<file path="src/hw/rtl/gli_pkg.sv">
// ----------------------------------------------------------------------------
// Gap linear interpolator package
// Types, constants and control structures shared by the interpolator files.
// ----------------------------------------------------------------------------
package gli_pkg;

  localparam int GLI_MAX_GAP   = 63;
  localparam int GLI_FRAC_BITS = 16;
  localparam int SAMPLE_W      = 32;

  typedef enum logic [1:0] {
    ST_OK       = 2'd0,
    ST_OVERFLOW = 2'd1,
    ST_NOVALID  = 2'd2
  } status_e;

  typedef struct packed {
    logic signed [SAMPLE_W-1:0] sample;
    logic                       finite;
    logic                       end_of_record;
  } in_item_t;

  typedef struct packed {
    logic signed [SAMPLE_W-1:0] value;
    logic                       filled;
    logic                       last_of_run;
    status_e                    status;
    logic                       record_done;
    logic [SAMPLE_W-1:0]        fill_total;
  } out_item_t;

  typedef enum logic [2:0] {
    EM_NONE,
    EM_INTERP,
    EM_BACK,
    EM_SAMPLE,
    EM_OVF,
    EM_TRAIL
  } emit_e;

  typedef enum logic [2:0] {
    S_IDLE,
    S_DISPATCH,
    S_DIV,
    S_INTERP,
    S_BACK,
    S_SAMPLE,
    S_OVF,
    S_TRAIL
  } ctrl_state_e;

  typedef struct packed {
    logic  accept;
    logic  pend_inc;
    logic  div_start;
    emit_e emit;
    logic  last;
    logic  done;
  } cmd_t;

  typedef struct packed {
    logic fin;
    logic eor;
    logic have_valid;
    logic pend_zero;
    logic pend_one;
    logic pend_max;
    logic div_done;
    logic out_free;
  } sts_t;

endpackage

</file>
<file path="src/hw/rtl/gli_stream_if.sv">
// ----------------------------------------------------------------------------
// Gap linear interpolator stream interface
// Valid/ready channel that carries one payload item per transfer.
// ----------------------------------------------------------------------------
interface gli_stream_if #(
  parameter type payload_t = logic
);
  logic     valid;
  logic     ready;
  payload_t data;

  modport source (output valid, output data, input ready);
  modport sink (input valid, input data, output ready);
endinterface

</file>
<file path="src/hw/rtl/gli_ctrl.sv">
// ----------------------------------------------------------------------------
// Gap linear interpolator controller
// Sequences accept, division, slot emission and end of record handling.
// ----------------------------------------------------------------------------
module gli_ctrl (
  input  logic          clk_i,
  input  logic          rst_ni,
  input  logic          in_valid_i,
  output logic          in_ready_o,
  input  gli_pkg::sts_t sts_i,
  output gli_pkg::cmd_t cmd_o
);
  import gli_pkg::*;

  ctrl_state_e state_q, state_d;

  always_ff @(posedge clk_i or negedge rst_ni) begin
    if (!rst_ni) begin
      state_q <= S_IDLE;
    end else begin
      state_q <= state_d;
    end
  end

  always_comb begin
    state_d       = state_q;
    cmd_o         = '0;
    cmd_o.emit    = EM_NONE;
    in_ready_o    = 1'b0;
    case (state_q)
      S_IDLE: begin
        in_ready_o   = 1'b1;
        cmd_o.accept = in_valid_i;
        if (in_valid_i) begin
          state_d = S_DISPATCH;
        end
      end
      S_DISPATCH: begin
        if (sts_i.fin) begin
          if (sts_i.pend_zero) begin
            state_d = S_SAMPLE;
          end else if (sts_i.have_valid) begin
            cmd_o.div_start = 1'b1;
            state_d         = S_DIV;
          end else begin
            state_d = S_BACK;
          end
        end else if (sts_i.pend_max) begin
          state_d = S_OVF;
        end else begin
          cmd_o.pend_inc = 1'b1;
          state_d        = sts_i.eor ? S_TRAIL : S_IDLE;
        end
      end
      S_DIV: begin
        if (sts_i.div_done) begin
          state_d = S_INTERP;
        end
      end
      S_INTERP: begin
        if (sts_i.out_free) begin
          cmd_o.emit = EM_INTERP;
          if (sts_i.pend_one) begin
            state_d = S_SAMPLE;
          end
        end
      end
      S_BACK: begin
        if (sts_i.out_free) begin
          cmd_o.emit = EM_BACK;
          if (sts_i.pend_one) begin
            state_d = S_SAMPLE;
          end
        end
      end
      S_SAMPLE: begin
        if (sts_i.out_free) begin
          cmd_o.emit = EM_SAMPLE;
          cmd_o.last = 1'b1;
          cmd_o.done = sts_i.eor;
          state_d    = S_IDLE;
        end
      end
      S_OVF: begin
        if (sts_i.out_free) begin
          cmd_o.emit = EM_OVF;
          cmd_o.last = !sts_i.eor;
          state_d    = sts_i.eor ? S_TRAIL : S_IDLE;
        end
      end
      S_TRAIL: begin
        if (sts_i.out_free) begin
          cmd_o.emit = EM_TRAIL;
          cmd_o.last = sts_i.pend_one;
          cmd_o.done = sts_i.pend_one;
          if (sts_i.pend_one) begin
            state_d = S_IDLE;
          end
        end
      end
      default: begin
        state_d = S_IDLE;
      end
    endcase
  end

endmodule

</file>
<file path="src/hw/rtl/gli_datapath.sv">
// ----------------------------------------------------------------------------
// Gap linear interpolator datapath
// Record state, bit-serial step divider, slot accumulator and output register.
// ----------------------------------------------------------------------------
module gli_datapath #(
  parameter int MAX_GAP   = gli_pkg::GLI_MAX_GAP,
  parameter int FRAC_BITS = gli_pkg::GLI_FRAC_BITS
) (
  input  logic               clk_i,
  input  logic               rst_ni,
  input  gli_pkg::in_item_t  in_data_i,
  input  gli_pkg::cmd_t      cmd_i,
  output gli_pkg::sts_t      sts_o,
  input  logic               out_ready_i,
  output logic               out_valid_o,
  output gli_pkg::out_item_t out_data_o
);
  import gli_pkg::*;

  localparam int GAP_W = $clog2(MAX_GAP + 1);
  localparam int DVS_W = $clog2(MAX_GAP + 2);
  localparam int DIV_W = SAMPLE_W + FRAC_BITS;
  localparam int CNT_W = $clog2(DIV_W + 1);
  localparam int ACC_W = DIV_W + 2;

  logic signed [SAMPLE_W-1:0] sample_q;
  logic                       fin_q;
  logic                       eor_q;
  logic signed [SAMPLE_W-1:0] base_q;
  logic                       hv_q;
  logic [GAP_W-1:0]           pend_q;
  logic [SAMPLE_W-1:0]        fcnt_q;
  logic [DIV_W-1:0]           dvd_q;
  logic [DVS_W-1:0]           rem_q;
  logic [DVS_W-1:0]           dvs_q;
  logic                       neg_q;
  logic [CNT_W-1:0]           dcnt_q;
  logic signed [DIV_W:0]      step_q;
  logic signed [ACC_W-1:0]    acc_q;
  logic                       out_valid_q;
  out_item_t                  out_data_q;

  logic signed [SAMPLE_W:0]   diff;
  logic [SAMPLE_W-1:0]        mag;
  logic [DVS_W:0]             trial;
  logic                       ge;
  logic [DVS_W-1:0]           rem_d;
  logic signed [DIV_W:0]      step_d;
  logic signed [ACC_W-1:0]    acc_start;
  logic signed [ACC_W-1:0]    acc_sum;
  logic signed [SAMPLE_W-1:0] emit_value;
  logic                       emit_filled;
  status_e                    emit_status;
  logic [SAMPLE_W-1:0]        fcnt_d;
  logic                       out_free;

  always_comb begin
    diff      = $signed({sample_q[SAMPLE_W-1], sample_q})
              - $signed({base_q[SAMPLE_W-1], base_q});
    mag       = diff[SAMPLE_W] ? SAMPLE_W'(-diff) : SAMPLE_W'(diff);
    trial     = {rem_q, dvd_q[DIV_W-1]};
    ge        = trial >= {1'b0, dvs_q};
    rem_d     = ge ? DVS_W'(trial - {1'b0, dvs_q}) : trial[DVS_W-1:0];
    step_d    = neg_q ? -$signed({1'b0, dvd_q}) : $signed({1'b0, dvd_q});
    acc_start = ACC_W'(base_q) <<< FRAC_BITS;
    acc_sum   = acc_q + ACC_W'(step_q);
  end

  always_comb begin
    emit_value  = '0;
    emit_filled = 1'b0;
    emit_status = ST_OK;
    case (cmd_i.emit)
      EM_INTERP: begin
        emit_value  = acc_sum[FRAC_BITS +: SAMPLE_W];
        emit_filled = 1'b1;
      end
      EM_BACK: begin
        emit_value  = sample_q;
        emit_filled = 1'b1;
      end
      EM_SAMPLE: begin
        emit_value = sample_q;
      end
      EM_OVF: begin
        emit_value  = base_q;
        emit_filled = 1'b1;
        emit_status = ST_OVERFLOW;
      end
      EM_TRAIL: begin
        if (hv_q) begin
          emit_value  = base_q;
          emit_filled = 1'b1;
        end else begin
          emit_status = ST_NOVALID;
        end
      end
      default: begin
        emit_value = '0;
      end
    endcase
    fcnt_d = (emit_filled && (fcnt_q != '1)) ? fcnt_q + 1'b1 : fcnt_q;
  end

  assign out_free = !out_valid_q || out_ready_i;

  always_ff @(posedge clk_i or negedge rst_ni) begin
    if (!rst_ni) begin
      base_q      <= '0;
      hv_q        <= 1'b0;
      pend_q      <= '0;
      fcnt_q      <= '0;
      dcnt_q      <= '0;
      out_valid_q <= 1'b0;
    end else begin
      if (cmd_i.div_start) begin
        dcnt_q <= CNT_W'(DIV_W);
      end else if (dcnt_q != '0) begin
        dcnt_q <= dcnt_q - 1'b1;
      end
      if (cmd_i.emit != EM_NONE) begin
        out_valid_q <= 1'b1;
      end else if (out_ready_i) begin
        out_valid_q <= 1'b0;
      end
      if (cmd_i.done) begin
        base_q <= '0;
        hv_q   <= 1'b0;
        pend_q <= '0;
        fcnt_q <= '0;
      end else if (cmd_i.emit != EM_NONE) begin
        fcnt_q <= fcnt_d;
        case (cmd_i.emit)
          EM_INTERP, EM_BACK, EM_TRAIL: begin
            pend_q <= pend_q - 1'b1;
          end
          EM_SAMPLE: begin
            base_q <= sample_q;
            hv_q   <= 1'b1;
            pend_q <= '0;
          end
          default: begin
            pend_q <= pend_q;
          end
        endcase
      end else if (cmd_i.pend_inc) begin
        pend_q <= pend_q + 1'b1;
      end
    end
  end

  always_ff @(posedge clk_i) begin
    step_q <= step_d;
    if (cmd_i.accept) begin
      sample_q <= in_data_i.sample;
      fin_q    <= in_data_i.finite;
      eor_q    <= in_data_i.end_of_record;
    end
    if (cmd_i.div_start) begin
      dvd_q <= DIV_W'(mag) << FRAC_BITS;
      rem_q <= '0;
      dvs_q <= DVS_W'(pend_q) + 1'b1;
      neg_q <= diff[SAMPLE_W];
      acc_q <= acc_start;
    end else begin
      if (dcnt_q != '0) begin
        dvd_q <= {dvd_q[DIV_W-2:0], ge};
        rem_q <= rem_d;
      end
      if (cmd_i.emit == EM_INTERP) begin
        acc_q <= acc_sum;
      end
    end
    if (cmd_i.emit != EM_NONE) begin
      out_data_q.value       <= emit_value;
      out_data_q.filled      <= emit_filled;
      out_data_q.last_of_run <= cmd_i.last;
      out_data_q.status      <= emit_status;
      out_data_q.record_done <= cmd_i.done;
      out_data_q.fill_total  <= cmd_i.done ?
                                ((emit_status == ST_NOVALID) ? '1 : fcnt_d) : '0;
    end
  end

  always_comb begin
    sts_o.fin        = fin_q;
    sts_o.eor        = eor_q;
    sts_o.have_valid = hv_q;
    sts_o.pend_zero  = (pend_q == '0);
    sts_o.pend_one   = (pend_q == GAP_W'(1));
    sts_o.pend_max   = (pend_q == GAP_W'(MAX_GAP));
    sts_o.div_done   = (dcnt_q == '0);
    sts_o.out_free   = out_free;
  end

  assign out_valid_o = out_valid_q;
  assign out_data_o  = out_data_q;

endmodule

</file>
<file path="src/hw/rtl/gap_linear_interpolator_top.sv">
// ----------------------------------------------------------------------------
// Gap linear interpolator top level
// Fills invalid samples of a Q16.16 record by linear interpolation.
// ----------------------------------------------------------------------------
// Samples enter on in_i, one transfer per sample, and results leave on out_o.
// An input is taken only while the block is idle; it then passes through the
// dispatch state before any result is produced.
// A finite sample after a gap of n invalid samples runs a bit-serial divider
// if a valid sample came before it (else the slots copy the new sample), then
// emits the n slots and the sample itself at one result per cycle while the receiver is ready.
// Without a gap a finite sample yields its single result.
// An invalid sample that only grows the gap yields no result; an end of record
// adds one result per trailing slot.
// Results pass through a single output register; while the receiver holds
// ready low, that register keeps its result and the sequence waits.
// Reset clears the record state and leaves the block idle and ready.
// ----------------------------------------------------------------------------
module gap_linear_interpolator_top #(
  parameter int MAX_GAP   = gli_pkg::GLI_MAX_GAP,
  parameter int FRAC_BITS = gli_pkg::GLI_FRAC_BITS
) (
  input logic   clk_i,
  input logic   rst_ni,
  gli_stream_if.sink   in_i,
  gli_stream_if.source out_o
);
  import gli_pkg::*;

  cmd_t cmd;
  sts_t sts;

  gli_ctrl u_ctrl (
    .clk_i      (clk_i),
    .rst_ni     (rst_ni),
    .in_valid_i (in_i.valid),
    .in_ready_o (in_i.ready),
    .sts_i      (sts),
    .cmd_o      (cmd)
  );

  gli_datapath #(
    .MAX_GAP   (MAX_GAP),
    .FRAC_BITS (FRAC_BITS)
  ) u_datapath (
    .clk_i       (clk_i),
    .rst_ni      (rst_ni),
    .in_data_i   (in_i.data),
    .cmd_i       (cmd),
    .sts_o       (sts),
    .out_ready_i (out_o.ready),
    .out_valid_o (out_o.valid),
    .out_data_o  (out_o.data)
  );

endmodule

</file>
<file path="src/flat_wrapper.sv">
// flat-port wrapper written by rule: the top's interface ports become plain ports
module gap_linear_interpolator_top_flat import gli_pkg::*;
#(
  parameter int MAX_GAP   = gli_pkg::GLI_MAX_GAP,
  parameter int FRAC_BITS = gli_pkg::GLI_FRAC_BITS
)
  (clk_i, rst_ni, in_i_valid, in_i_data, in_i_ready, out_o_valid, out_o_data, out_o_ready);
  gli_stream_if in_i_i ();
  gli_stream_if out_o_i ();
  input logic clk_i;
  input logic rst_ni;
  input wire logic [$bits(in_i_i.valid)-1:0] in_i_valid;
  input wire logic [$bits(in_i_i.data)-1:0] in_i_data;
  output wire logic [$bits(in_i_i.ready)-1:0] in_i_ready;
  output wire logic [$bits(out_o_i.valid)-1:0] out_o_valid;
  output wire logic [$bits(out_o_i.data)-1:0] out_o_data;
  input wire logic [$bits(out_o_i.ready)-1:0] out_o_ready;
  assign in_i_i.valid = in_i_valid;
  assign in_i_i.data = in_i_data;
  assign in_i_ready = in_i_i.ready;
  assign out_o_valid = out_o_i.valid;
  assign out_o_data = out_o_i.data;
  assign out_o_i.ready = out_o_ready;
  gap_linear_interpolator_top #(.MAX_GAP(MAX_GAP), .FRAC_BITS(FRAC_BITS)) u_core (.clk_i(clk_i), .rst_ni(rst_ni), .in_i(in_i_i), .out_o(out_o_i));
endmodule
</file>
<file path="config.mk">
export PLATFORM = sky130hd
export DESIGN_NAME = gap_linear_interpolator_top_flat
export DESIGN_NICKNAME = d
export VERILOG_FILES = /design/src/hw/rtl/gli_pkg.sv /design/src/hw/rtl/gli_stream_if.sv /design/src/hw/rtl/gli_ctrl.sv /design/src/hw/rtl/gli_datapath.sv /design/src/hw/rtl/gap_linear_interpolator_top.sv /design/src/flat_wrapper.sv
export SDC_FILE = /design/constraint.sdc
export NUM_CORES = 1
export LEC_CHECK = 0
export BUFFER_PORTS_ARGS = -buffer_cell sky130_fd_sc_hd__buf_2
export CORE_MARGIN = 5
export CORE_UTILIZATION = 56
export CTS_CLUSTER_SIZE = 10
export DETAILED_ROUTE_END_ITERATION = 16
export GPL_TIMING_DRIVEN = 1
export PLACE_DENSITY_LB_ADDON = 0.3
export SLEW_MARGIN = 20
export SYNTH_ARGS = -nofsm -noshare
export SYNTH_HDL_FRONTEND = slang
export SYNTH_SLANG_ARGS = --single-unit
export TNS_END_PERCENT = 30
</file>
<file path="constraint.sdc">
create_clock -name clk_i -period 2 [get_ports clk_i]
set_input_delay 0.2 -clock clk_i [delete_from_list [all_inputs] [get_ports clk_i]]
set_output_delay 0.2 -clock clk_i [all_outputs]
set_load 0.01 [all_outputs]
</file>
==> metrics.yaml, run 1 <==
drt:
  ant_nets: 0
  drt-total-wl_um: 8400
  viasPerCell: 6.504
  vias: 3200
  wl_per_cell_um: 17.07
  drt_iter0_markers: 226
  drtPass1Iterations: 5
  drc: 0
synthesis:
  synth-simple-area-share_pct: 28.57
  ys_types: 57
  yosysMostFrequentCell: "dfrtp_1"
  synthTopCellsByArea: "dfrtp_1 (38%), a21oi_1 (5.5%), o31ai_1 (4.9%)"
  syn_inst: 363
  synth_compound_area_share_pct: 20.94
  syn_nets: 373
  ys_async_sr_fraction_pct: 96.08
  synth-seq-cells: 51
  syn-cell-area_um2: 3197
  postSynthAreaPerCell_um2: 8.807
  synthXorXnorAreaFrac_pct: 0.5479
  synth_edf_count: 2
  synth_area_leader_cell: "dfrtp_1"
  synth_warnings: 0
  synth_top_area_share_pct: 38.36
  synth_common_cells: "dfrtp_1 (49), a21oi_1 (35), nand2_1 (27)"
  synth_seq_area_share_pct: 40.23
  synth_top_family_by_area: "simple AND/OR/NAND/NOR gates"
  yosys.area_share.adder_pct: 1.957
  synthMuxAreaShare_pct: 2.309
  synthFlopType: "dfrtp_1"
floorplanning:
  fp.coreArea_um2: 5540
  start_util_pct: 57.70
  num_rows: 27
  ios: 8
  dieHeight_um: 85.56
  fp.dieW_um: 85.56
  die_area_um2: 7320
setup_path:
  end_kind: "flop"
  critPathCapture: "u_core.u_datapath.fcnt_q[14]"
  r2r-start: "u_core.u_datapath.fcnt_q[0]"
  start_kind: "flop"
  crit_start: "u_core.u_datapath.fcnt_q[0]"
  crit_type: "flop to flop"
  rrSetupSlack_ns: -0.11
  r2r-end: "u_core.u_datapath.fcnt_q[14]"
  path_cells: "ha_4, nand2_4, or3_4, or4_4, or4_1, a21oi_1"
  crit_arrival_ns: 2.35
  r2r_cells: 6
  worst-path-max-fanout: 5
  slowest_stage: "or4_4"
  critPathRequiredTime_ns: 2.24
  max_stage_delay_ns: 0.46
outcome:
  status: "complete, but fails checks"
  violations: "negative setup slack"
clocking:
  cts.sinks: 51
  cts_tree: "built"
  cts.clk_slew.worst_paths_ns: 0.10
  cts_buffers: 5
  cts_root_buf: "clkbuf_8"
  cts_max_level: 2
  insertion_delay_ns: 0.31
  cts_buffer_depth: 2
min_path:
  hold_class: "input pin to flop"
sta:
  setup_viol_count_final: 5
  worst_slew_pin_slew_ns: 0.4643
  slew_headroom_pct: 68.72
  fin_ws_ns: -0.1061
  skew_ns: 0.01030
  hold_viol_final: 0
  post-route-min-period_ns: 2.106
  final-max-slew-violation-count: 0
  max_freq_ghz: 0.4748
  rsz0062_at_grt: "true"
  min_period_over_period_pct: 105.3
grt:
  grt_overflow: 0
  grt_pass1_vias: 2957
  antenna_found_initial: 0
  busiest_layer: "met2"
  grt_max_degree: 32
  grtUsageTotal_pct: 23.08
  grt_use_met1_pct: 29.60
  grt_pass1_wl_um: 13830
  grtUsageMet2_pct: 40.40
  grt_use_met3_pct: 3.554
pwr:
  p_leak_nw: 1.628
  power_mw: 4.361
  cellPowerDensity_nw_per_um2: 1089
  irDropWorstVdd_mv: 0.7683
layout:
  drive_gt1_share_pct: 29.52
  nets: 429
  fin_util_pct: 72.31
  fin_area_um2: 4006
  synthToLayoutAreaGrowth_pct: 25.32
  n_antenna_cell: 0
  fill_cells: 424
place:
  port_buffers: 7
  placed_area_um2: 3643
  place.gp.congestion: 0.9113
  dp_hpwl_um: 5559
flow_run:
  cap_violations: 0
-- per-stage QoR --
stage | std cells | setup TNS [ns] | worst slack, ns | hold WS (ns)
6_report | 492 | -0.3280 | -0.1061 | 0.06957
5_1_grt | 492 | -1.404 | -0.1666 | 0.06322
4_1_cts | 482 | -0.2450 | -0.09850 | 0.06473
3_5_place_dp | 472 | -0.3234 | -0.07694 | 0.03194
3_3_place_gp | 472 | -0.03184 | -0.03184 | 0.02790
2_1_floorplan | 363 | -0.04320 | -0.01831 | -0.09559
-- critical path, delay by kind of cell, from the launching register on --
family,cells,cell delay [ns]
fa+ha+maj,1,0.18
simple gates,4,1.29
compound gates,1,0.15
flops,1,0.43
-- layout by cell type (no fill, tap or decap), types with 4 or more instances in the layout --
cell      instances
buf_4            58
dfrtp_1          49
a21oi_1          28
nand2_1          26
o31ai_1          20
nand4_1          17
o21ai_0          17
nand3_1          15
or4_1            13
nor2_1           12
or3_1            11
nand2b_1          9
inv_1             9
o22ai_1           8
and3_1            7
nor3_1            7
a21oi_2           7
buf_2             7
clkbuf_8          6
and2_1            5
or4_4             4
mux2i_1           4
-- repair_timing --
item	CTS	global route
pin swaps	4	7
setup buffers	1	9
endpoints found under the setup margin	17	31
resized for setup	9	27
cloned	0	1
endpoints found under the hold margin	21	0
hold buffers	1	0
-- sequential cells by signal (all words and copies together), names as in the netlist --
| register | count |
|---|---|
| u_core.u_datapath.fcnt_q | 32 |
| u_core.u_datapath.dcnt_q | 6 |
| u_core.u_datapath.pend_q | 6 |
| u_core.u_ctrl.state_q | 3 |
| u_core.u_datapath.eor_q | 1 |
| u_core.u_datapath.hv_q | 1 |
| u_core.u_datapath.out_data_o | 1 |
| u_core.u_datapath.out_valid_o | 1 |
-- layout make-up --
class | instances | area, um^2 | area share, %
Multi-Input combinational cell | 279 | 1917 | 47.85
Sequential cell | 51 | 1286 | 32.10
Timing Repair Buffer | 71 | 554.3 | 13.84
Tap cell | 72 | 90.09 | 2.249
Clock buffer | 6 | 82.58 | 2.061
Inverter | 11 | 41.29 | 1.031
Clock inverter | 2 | 35.03 | 0.8745
-- routing by layer --
metal	vias to the layer above	wire length (um)
li1	1513	-
met1	1551	3556
met2	120	4310
met3	16	399
met4	0	133
met5	-	0
-- worst min path at each step --
stage / from / endpoint / slack (ns) / depth (start not counted)
3_3_place_gp: rst_ni / u_core.u_datapath.fcnt_q[11] / 0.03 / 1
4_1_cts: in_i_data / u_core.u_datapath.eor_q / 0.06 / 1
2_1_floorplan: rst_ni / u_core.u_ctrl.state_q[0] / -0.1 / 0
3_5_place_dp: rst_ni / u_core.u_datapath.fcnt_q[10] / 0.03 / 1
6_report: in_i_data / u_core.u_datapath.eor_q / 0.07 / 1
5_1_grt: in_i_data / u_core.u_datapath.eor_q / 0.06 / 1
-- report_power, final --
group          internal [mW]  switching [mW]
Sequential              1.26           0.181
Combinational          0.909            1.25
Clock                  0.405           0.351
-- kinds of logic (layout without fill, tap and decap cells) --
family                     count (synthesis)  count (layout)
and+or+nand+nor                          157             158
AOI/OAI and AO/OA                        107             107
DFF                                       51              51
adders and majority gates                  5               5
xor gates and xnor gates                   2               2
muxes                                      7               7
buffers and inverters                     34              90
Power figures use the tool's default switching activity.
==> run 2: changes to the inputs <==
--- a/config.mk
+++ b/config.mk
@@ -6,7 +6,6 @@
 export NUM_CORES = 1
 export LEC_CHECK = 0
 export BUFFER_PORTS_ARGS = -buffer_cell sky130_fd_sc_hd__buf_2
-export CORE_MARGIN = 5
 export CORE_UTILIZATION = 56
 export CTS_CLUSTER_SIZE = 10
 export DETAILED_ROUTE_END_ITERATION = 16
==> run 2 against run 1 <==
  * The flow finishes with violations (negative hold slack, negative setup slack)
  * Clock-buffer cell count unchanged
  * Sequential share of layout area up 0.70 points
  * Core utilization down 1.1 points
  * Register-to-register slack better by 0.03 ns
  * Maximum frequency up 1.4%
  * Critical path depth unchanged
  * Wire length down 3.7%
  * Combinational power down 2%
  * Cell count unchanged
  * Cell area down 2.1%
  * Worst hold slack worse by 0.071 ns
  * Setup slack better by 0.030 ns
  * Critical path type unchanged
  * Critical endpoint is now u_core.u_datapath.fcnt_q[10]
==> metrics.yaml, run 2 (synthesis results as in run 1) <==
sta:
  min_period_over_period_pct: 103.8
  rsz0062_at_grt: "true"
  final-max-slew-violation-count: 0
  hold_slack_ns: -0.001881
  fin_ws_ns: -0.07602
  fin_tns_setup_ns: -0.2545
  skew_ns: 0.006549
  slew_headroom_pct: 57.79
  max_freq_ghz: 0.4817
  setup_viol_count_final: 6
  hold_viol_final: 4
  worst_slew_pin_slew_ns: 0.6332
  post-route-min-period_ns: 2.076
grt:
  grt_use_met1_pct: 35.34
  grt_use_met3_pct: 4.471
  grt_pass1_vias: 3023
  busiest_layer: "met2"
  grtUsageMet2_pct: 46.28
  grtUsageTotal_pct: 27.87
  grt_overflow: 0
  grt_max_degree: 50
  antenna_found_initial: 0
  grt_pass1_wl_um: 13400
clocking:
  cts_hold_buf: 0
  insertion_delay_ns: 0.30
  cts.clk_slew.worst_paths_ns: 0.09
  cts.sinks: 51
  cts_buffers: 5
  cts_buffer_depth: 2
  cts_tree: "built"
  cts_max_level: 2
  cts_root_buf: "clkbuf_8"
drt:
  drtPass1Iterations: 5
  drc: 0
  vias: 3206
  drt_iter0_markers: 260
  wl_per_cell_um: 16.44
  drt-total-wl_um: 8089
  ant_nets: 0
  viasPerCell: 6.516
place:
  placed_area_um2: 3684
  place_inst: 479
  dp_hpwl_um: 5345
  place.gp.congestion: 0.9598
  place_ws_ns: -0.07511
  port_buffers: 7
layout:
  instances_no_fill: 492
  multi_input_area_um2: 1872
  synthToLayoutAreaGrowth_pct: 22.66
  fin_util_pct: 71.21
  largest_reg_flops: 32
  nets: 429
  regMostFlops: "u_core.u_datapath.fcnt_q"
  final_cell_mix: "buf_4 (61), dfrtp_1 (49), a21oi_1 (27)"
  top_regs: "u_core.u_datapath.fcnt_q x32, u_core.u_datapath.dcnt_q x6, u_core.u_datapath.pend_q x6"
  fin_area_um2: 3921
  n_antenna_cell: 0
  seqCellArea_um2: 1286
  fill_cells: 422
  final_common_cell: "buf_4"
  drive_gt1_share_pct: 29.05
floorplanning:
  num_rows: 27
  fp.dieW_um: 77.56
  ios: 8
  dieHeight_um: 77.56
  fp.coreArea_um2: 5507
  start_util_pct: 58.05
  die_area_um2: 6015
pwr:
  cellPowerDensity_nw_per_um2: 1059
  power_mw: 4.153
  p_leak_nw: 1.575
  irDropWorstVdd_mv: 0.7796
setup_path:
  crit_arrival_ns: 2.30
  worst-path-max-fanout: 4
  rrSetupSlack_ns: -0.08
  crit_type: "flop to flop"
  start_kind: "flop"
  max_stage_delay_ns: 0.61
  critPathRequiredTime_ns: 2.23
  end_kind: "flop"
  path_cells: "ha_2, nand2_2, or3_4, nor3_1, or4b_2, a21oi_1"
  slowest_stage: "or4b_2"
outcome:
  violations: "negative hold slack, negative setup slack"
  status: "complete, but fails checks"
flow_run:
  cap_violations: 0
min_path:
  hold_class: "input pin to async pin"
[run 2: routing by layer]
layer / vias up / wire length (um)
li1: 1508 / -
met1: 1552 / 3508
met2: 117 / 4021
met3: 29 / 320
met4: 0 / 240
met5: - / 0
[run 2: worst paths after layout]
kind / startpoint / cells past startpoint / end
min: rst_ni / 2 / u_core.u_datapath.fcnt_q[5]
min in group clk_i: in_i_data / 1 / u_core.u_datapath.eor_q
max reg2reg: u_core.u_datapath.fcnt_q[0] / 6 / u_core.u_datapath.fcnt_q[10]
max in group asynchronous: rst_ni / 2 / u_core.u_datapath.fcnt_q[30]
max: u_core.u_datapath.fcnt_q[0] / 6 / u_core.u_datapath.fcnt_q[10]
min reg2reg: u_core.u_datapath.dcnt_q[2] / 1 / u_core.u_datapath.dcnt_q[2]
[run 2: repair_timing]
item | CTS | global route
pin swaps | 2 | 9
endpoints found under the hold margin | 0 | 0
gates resized for setup | 5 | 24
setup endpoints to repair | 14 | 32
buffers inserted | 2 | 3
[run 2: critical path: cells and delay by family, from the launching register on]
| kind | cells | cell delay, ns |
|---|---|---|
| fa+ha+maj | 1 | 0.19 |
| flops | 1 | 0.36 |
| compound gates | 1 | 0.18 |
| simple gates | 4 | 1.27 |
[run 2: power breakdown]
part	switching [mW]	internal, mW
Clock	0.344	0.245
Sequential	0.177	1.26
Combinational	1.23	0.898
[run 2: final cells by class]
type	count	area share, %
Clock inverter	2	0.3191
Inverter	11	1.053
Timing Repair Buffer	72	13.94
Multi-Input combinational cell	278	47.73
Clock buffer	6	1.851
Tap cell	72	2.297
Sequential cell	51	32.80
==> run 3: changes to the inputs <==
--- a/config.mk
+++ b/config.mk
@@ -10,9 +10,8 @@
 export CTS_CLUSTER_SIZE = 10
 export DETAILED_ROUTE_END_ITERATION = 16
 export GPL_TIMING_DRIVEN = 1
-export PLACE_DENSITY_LB_ADDON = 0.3
+export PLACE_DENSITY = 0.75
 export SLEW_MARGIN = 20
 export SYNTH_ARGS = -nofsm -noshare
 export SYNTH_HDL_FRONTEND = slang
 export SYNTH_SLANG_ARGS = --single-unit
-export TNS_END_PERCENT = 30
==> run 3 against run 2 <==
  * The flow finishes with violations (negative setup slack)
  * Wire length grew 0.46%
  * Clock power rose by 12%
  * First-iteration DRC count fell by 14%
  * Critical path depth unchanged
  * Core utilization up 2.0 points
  * Clock skew up 0.0025 ns
  * Sequential power about the same
  * Maximum frequency shrank 0.41%
  * Worst hold slack improved by 0.066 ns
  * Combinational power grew 2%
  * Critical path type unchanged
==> metrics.yaml, run 3 (synthesis results as in run 1) <==
layout:
  nets: 431
  fin_util_pct: 73.23
  drive_gt1_share_pct: 32.46
  synthToLayoutAreaGrowth_pct: 26.14
  regMostFlops: "u_core.u_datapath.fcnt_q"
  final_cell_mix: "buf_4 (63), dfrtp_1 (49), nand2_1 (26)"
  final_common_cell: "buf_4"
  n_antenna_cell: 0
  largest_reg_flops: 32
  top_regs: "u_core.u_datapath.fcnt_q x32, u_core.u_datapath.dcnt_q x6, u_core.u_datapath.pend_q x6"
setup_path:
  crit_arrival_ns: 2.33
  worst-path-max-fanout: 5
  crit_type: "flop to flop"
  start_kind: "flop"
  end_kind: "flop"
  r2r_cells: 6
  critPathRequiredTime_ns: 2.25
sta:
  slew_headroom_pct: 61.08
  fin_tns_setup_ns: -0.4575
  post-route-min-period_ns: 2.085
  final-max-slew-violation-count: 0
  min_period_over_period_pct: 104.2
  fin_ws_ns: -0.08457
  setup_viol_count_final: 9
  skew_ns: 0.009017
  hold_viol_final: 0
  worst_slew_pin_slew_ns: 0.5811
  rsz0062_at_grt: "true"
  max_freq_ghz: 0.4797
floorplanning:
  ios: 8
  dieHeight_um: 77.56
  num_rows: 27
  start_util_pct: 58.05
  fp.dieW_um: 77.56
  fp.coreArea_um2: 5507
  die_area_um2: 6015
place:
  port_buffers: 7
  dp_hpwl_um: 5515
  place.gp.congestion: 0.9494
  place_ws_ns: -0.09034
grt:
  grt_overflow: 0
  grtUsageTotal_pct: 27.07
  antenna_found_initial: 0
  grt_pass1_vias: 2927
  grt_pass1_wl_um: 13170
  grt_max_degree: 30
clocking:
  cts.clk_slew.worst_paths_ns: 0.09
  cts_buffer_depth: 2
  cts_root_buf: "clkbuf_8"
  cts.sinks: 51
  cts_buffers: 5
  cts_max_level: 2
  insertion_delay_ns: 0.31
  cts_tree: "built"
pwr:
  cellPowerDensity_nw_per_um2: 1053
  irDropWorstVdd_mv: 0.8758
  p_leak_nw: 1.608
drt:
  drt_iter0_markers: 224
  wl_per_cell_um: 16.45
  drt-total-wl_um: 8126
  vias: 3162
  ant_nets: 0
  drc: 0
  viasPerCell: 6.401
  drtPass1Iterations: 5
outcome:
  status: "complete, but fails checks"
  violations: "negative setup slack"
flow_run:
  cap_violations: 0
min_path:
  hold_class: "input pin to flop"
  whs_path_depth: 1
==> run 3: cell count changes in the layout (fill, tap and decap cells not counted), moves of 2 or more <==
| cell | change |
|---|---|
| or4_4 | +7 |
| a21oi_1 | -5 |
| a21oi_2 | +5 |
| or4_1 | -5 |
| nor4_1 | -3 |
| nor4_2 | +3 |
| buf_4 | +2 |
| clkbuf_8 | +2 |
| nor3_1 | -2 |
| or4_2 | -2 |
==> run 3: worst max-delay path: stages, from the launching register on <==
cell     delay (ns)
dfrtp_1        0.37
ha_2           0.19
nand2_2        0.07
or3_4          0.37
or4_4          0.46
or4_4          0.42
a21oi_1        0.15
==> run 3: cell type report <==
cell class	instances	area (um^2)
Multi-Input combinational cell	278	1954
Tap cell	72	90.09
Timing Repair Buffer	74	560.5
Fill cell	399	1474
Clock buffer	8	100.1
Inverter	11	41.29
Sequential cell	51	1286
==> run 3: final timing paths <==
kind | from | to | slack [ns]
max | u_core.u_datapath.fcnt_q[0] | u_core.u_datapath.fcnt_q[16] | -0.08
min | in_i_data | u_core.u_datapath.eor_q | 0.06
max reg2reg | u_core.u_datapath.fcnt_q[0] | u_core.u_datapath.fcnt_q[16] | -0.08
min reg2reg | u_core.u_datapath.dcnt_q[2] | u_core.u_datapath.dcnt_q[2] | 0.52
max in group asynchronous | rst_ni | u_core.u_datapath.dcnt_q[1] | 1.05
min in group asynchronous | rst_ni | u_core.u_datapath.fcnt_q[4] | 0.41
==> run 3: through the flow <==
step	hold WS, ns	total power, mW	cell area, um^2	instances
finish	0.06369	4.247	4033	494
global route	0.05323	4.505	4033	494
CTS	0.05794	4.110	3781	484
floorplan	-0.09559	2.700	3229	363
global placement	0.2260	3.361	3638	473
detailed placement	0.2337	3.426	3638	473
==> run 3: repair_timing <==
item	in CTS	in global routing
setup buffers	2	10
pin swaps	1	17
hold buffers	1	0
resized for setup	5	42
endpoints found under the hold margin	23	0
setup endpoints to repair	17	40
==> run 3: routing by layer <==
metal / track usage (%) / wire (um) / part of all wire [%] / vias to the layer above
met1: 35.35 / 3565 / 44 / 1535
met5: 0 / 0 / 0 / -
met4: 10.57 / 146 / 1.8 / 0
met2: 45.22 / 4034 / 50 / 106
li1: - / - / - / 1508
met3: 4.000 / 379 / 4.7 / 13
==> run 3: where the power goes <==
group          total (mW)  internal (mW)  switching, mW
Combinational        2.16          0.899           1.27
Clock               0.660          0.317          0.343
Sequential           1.42           1.26          0.160
Total                4.25           2.48           1.77
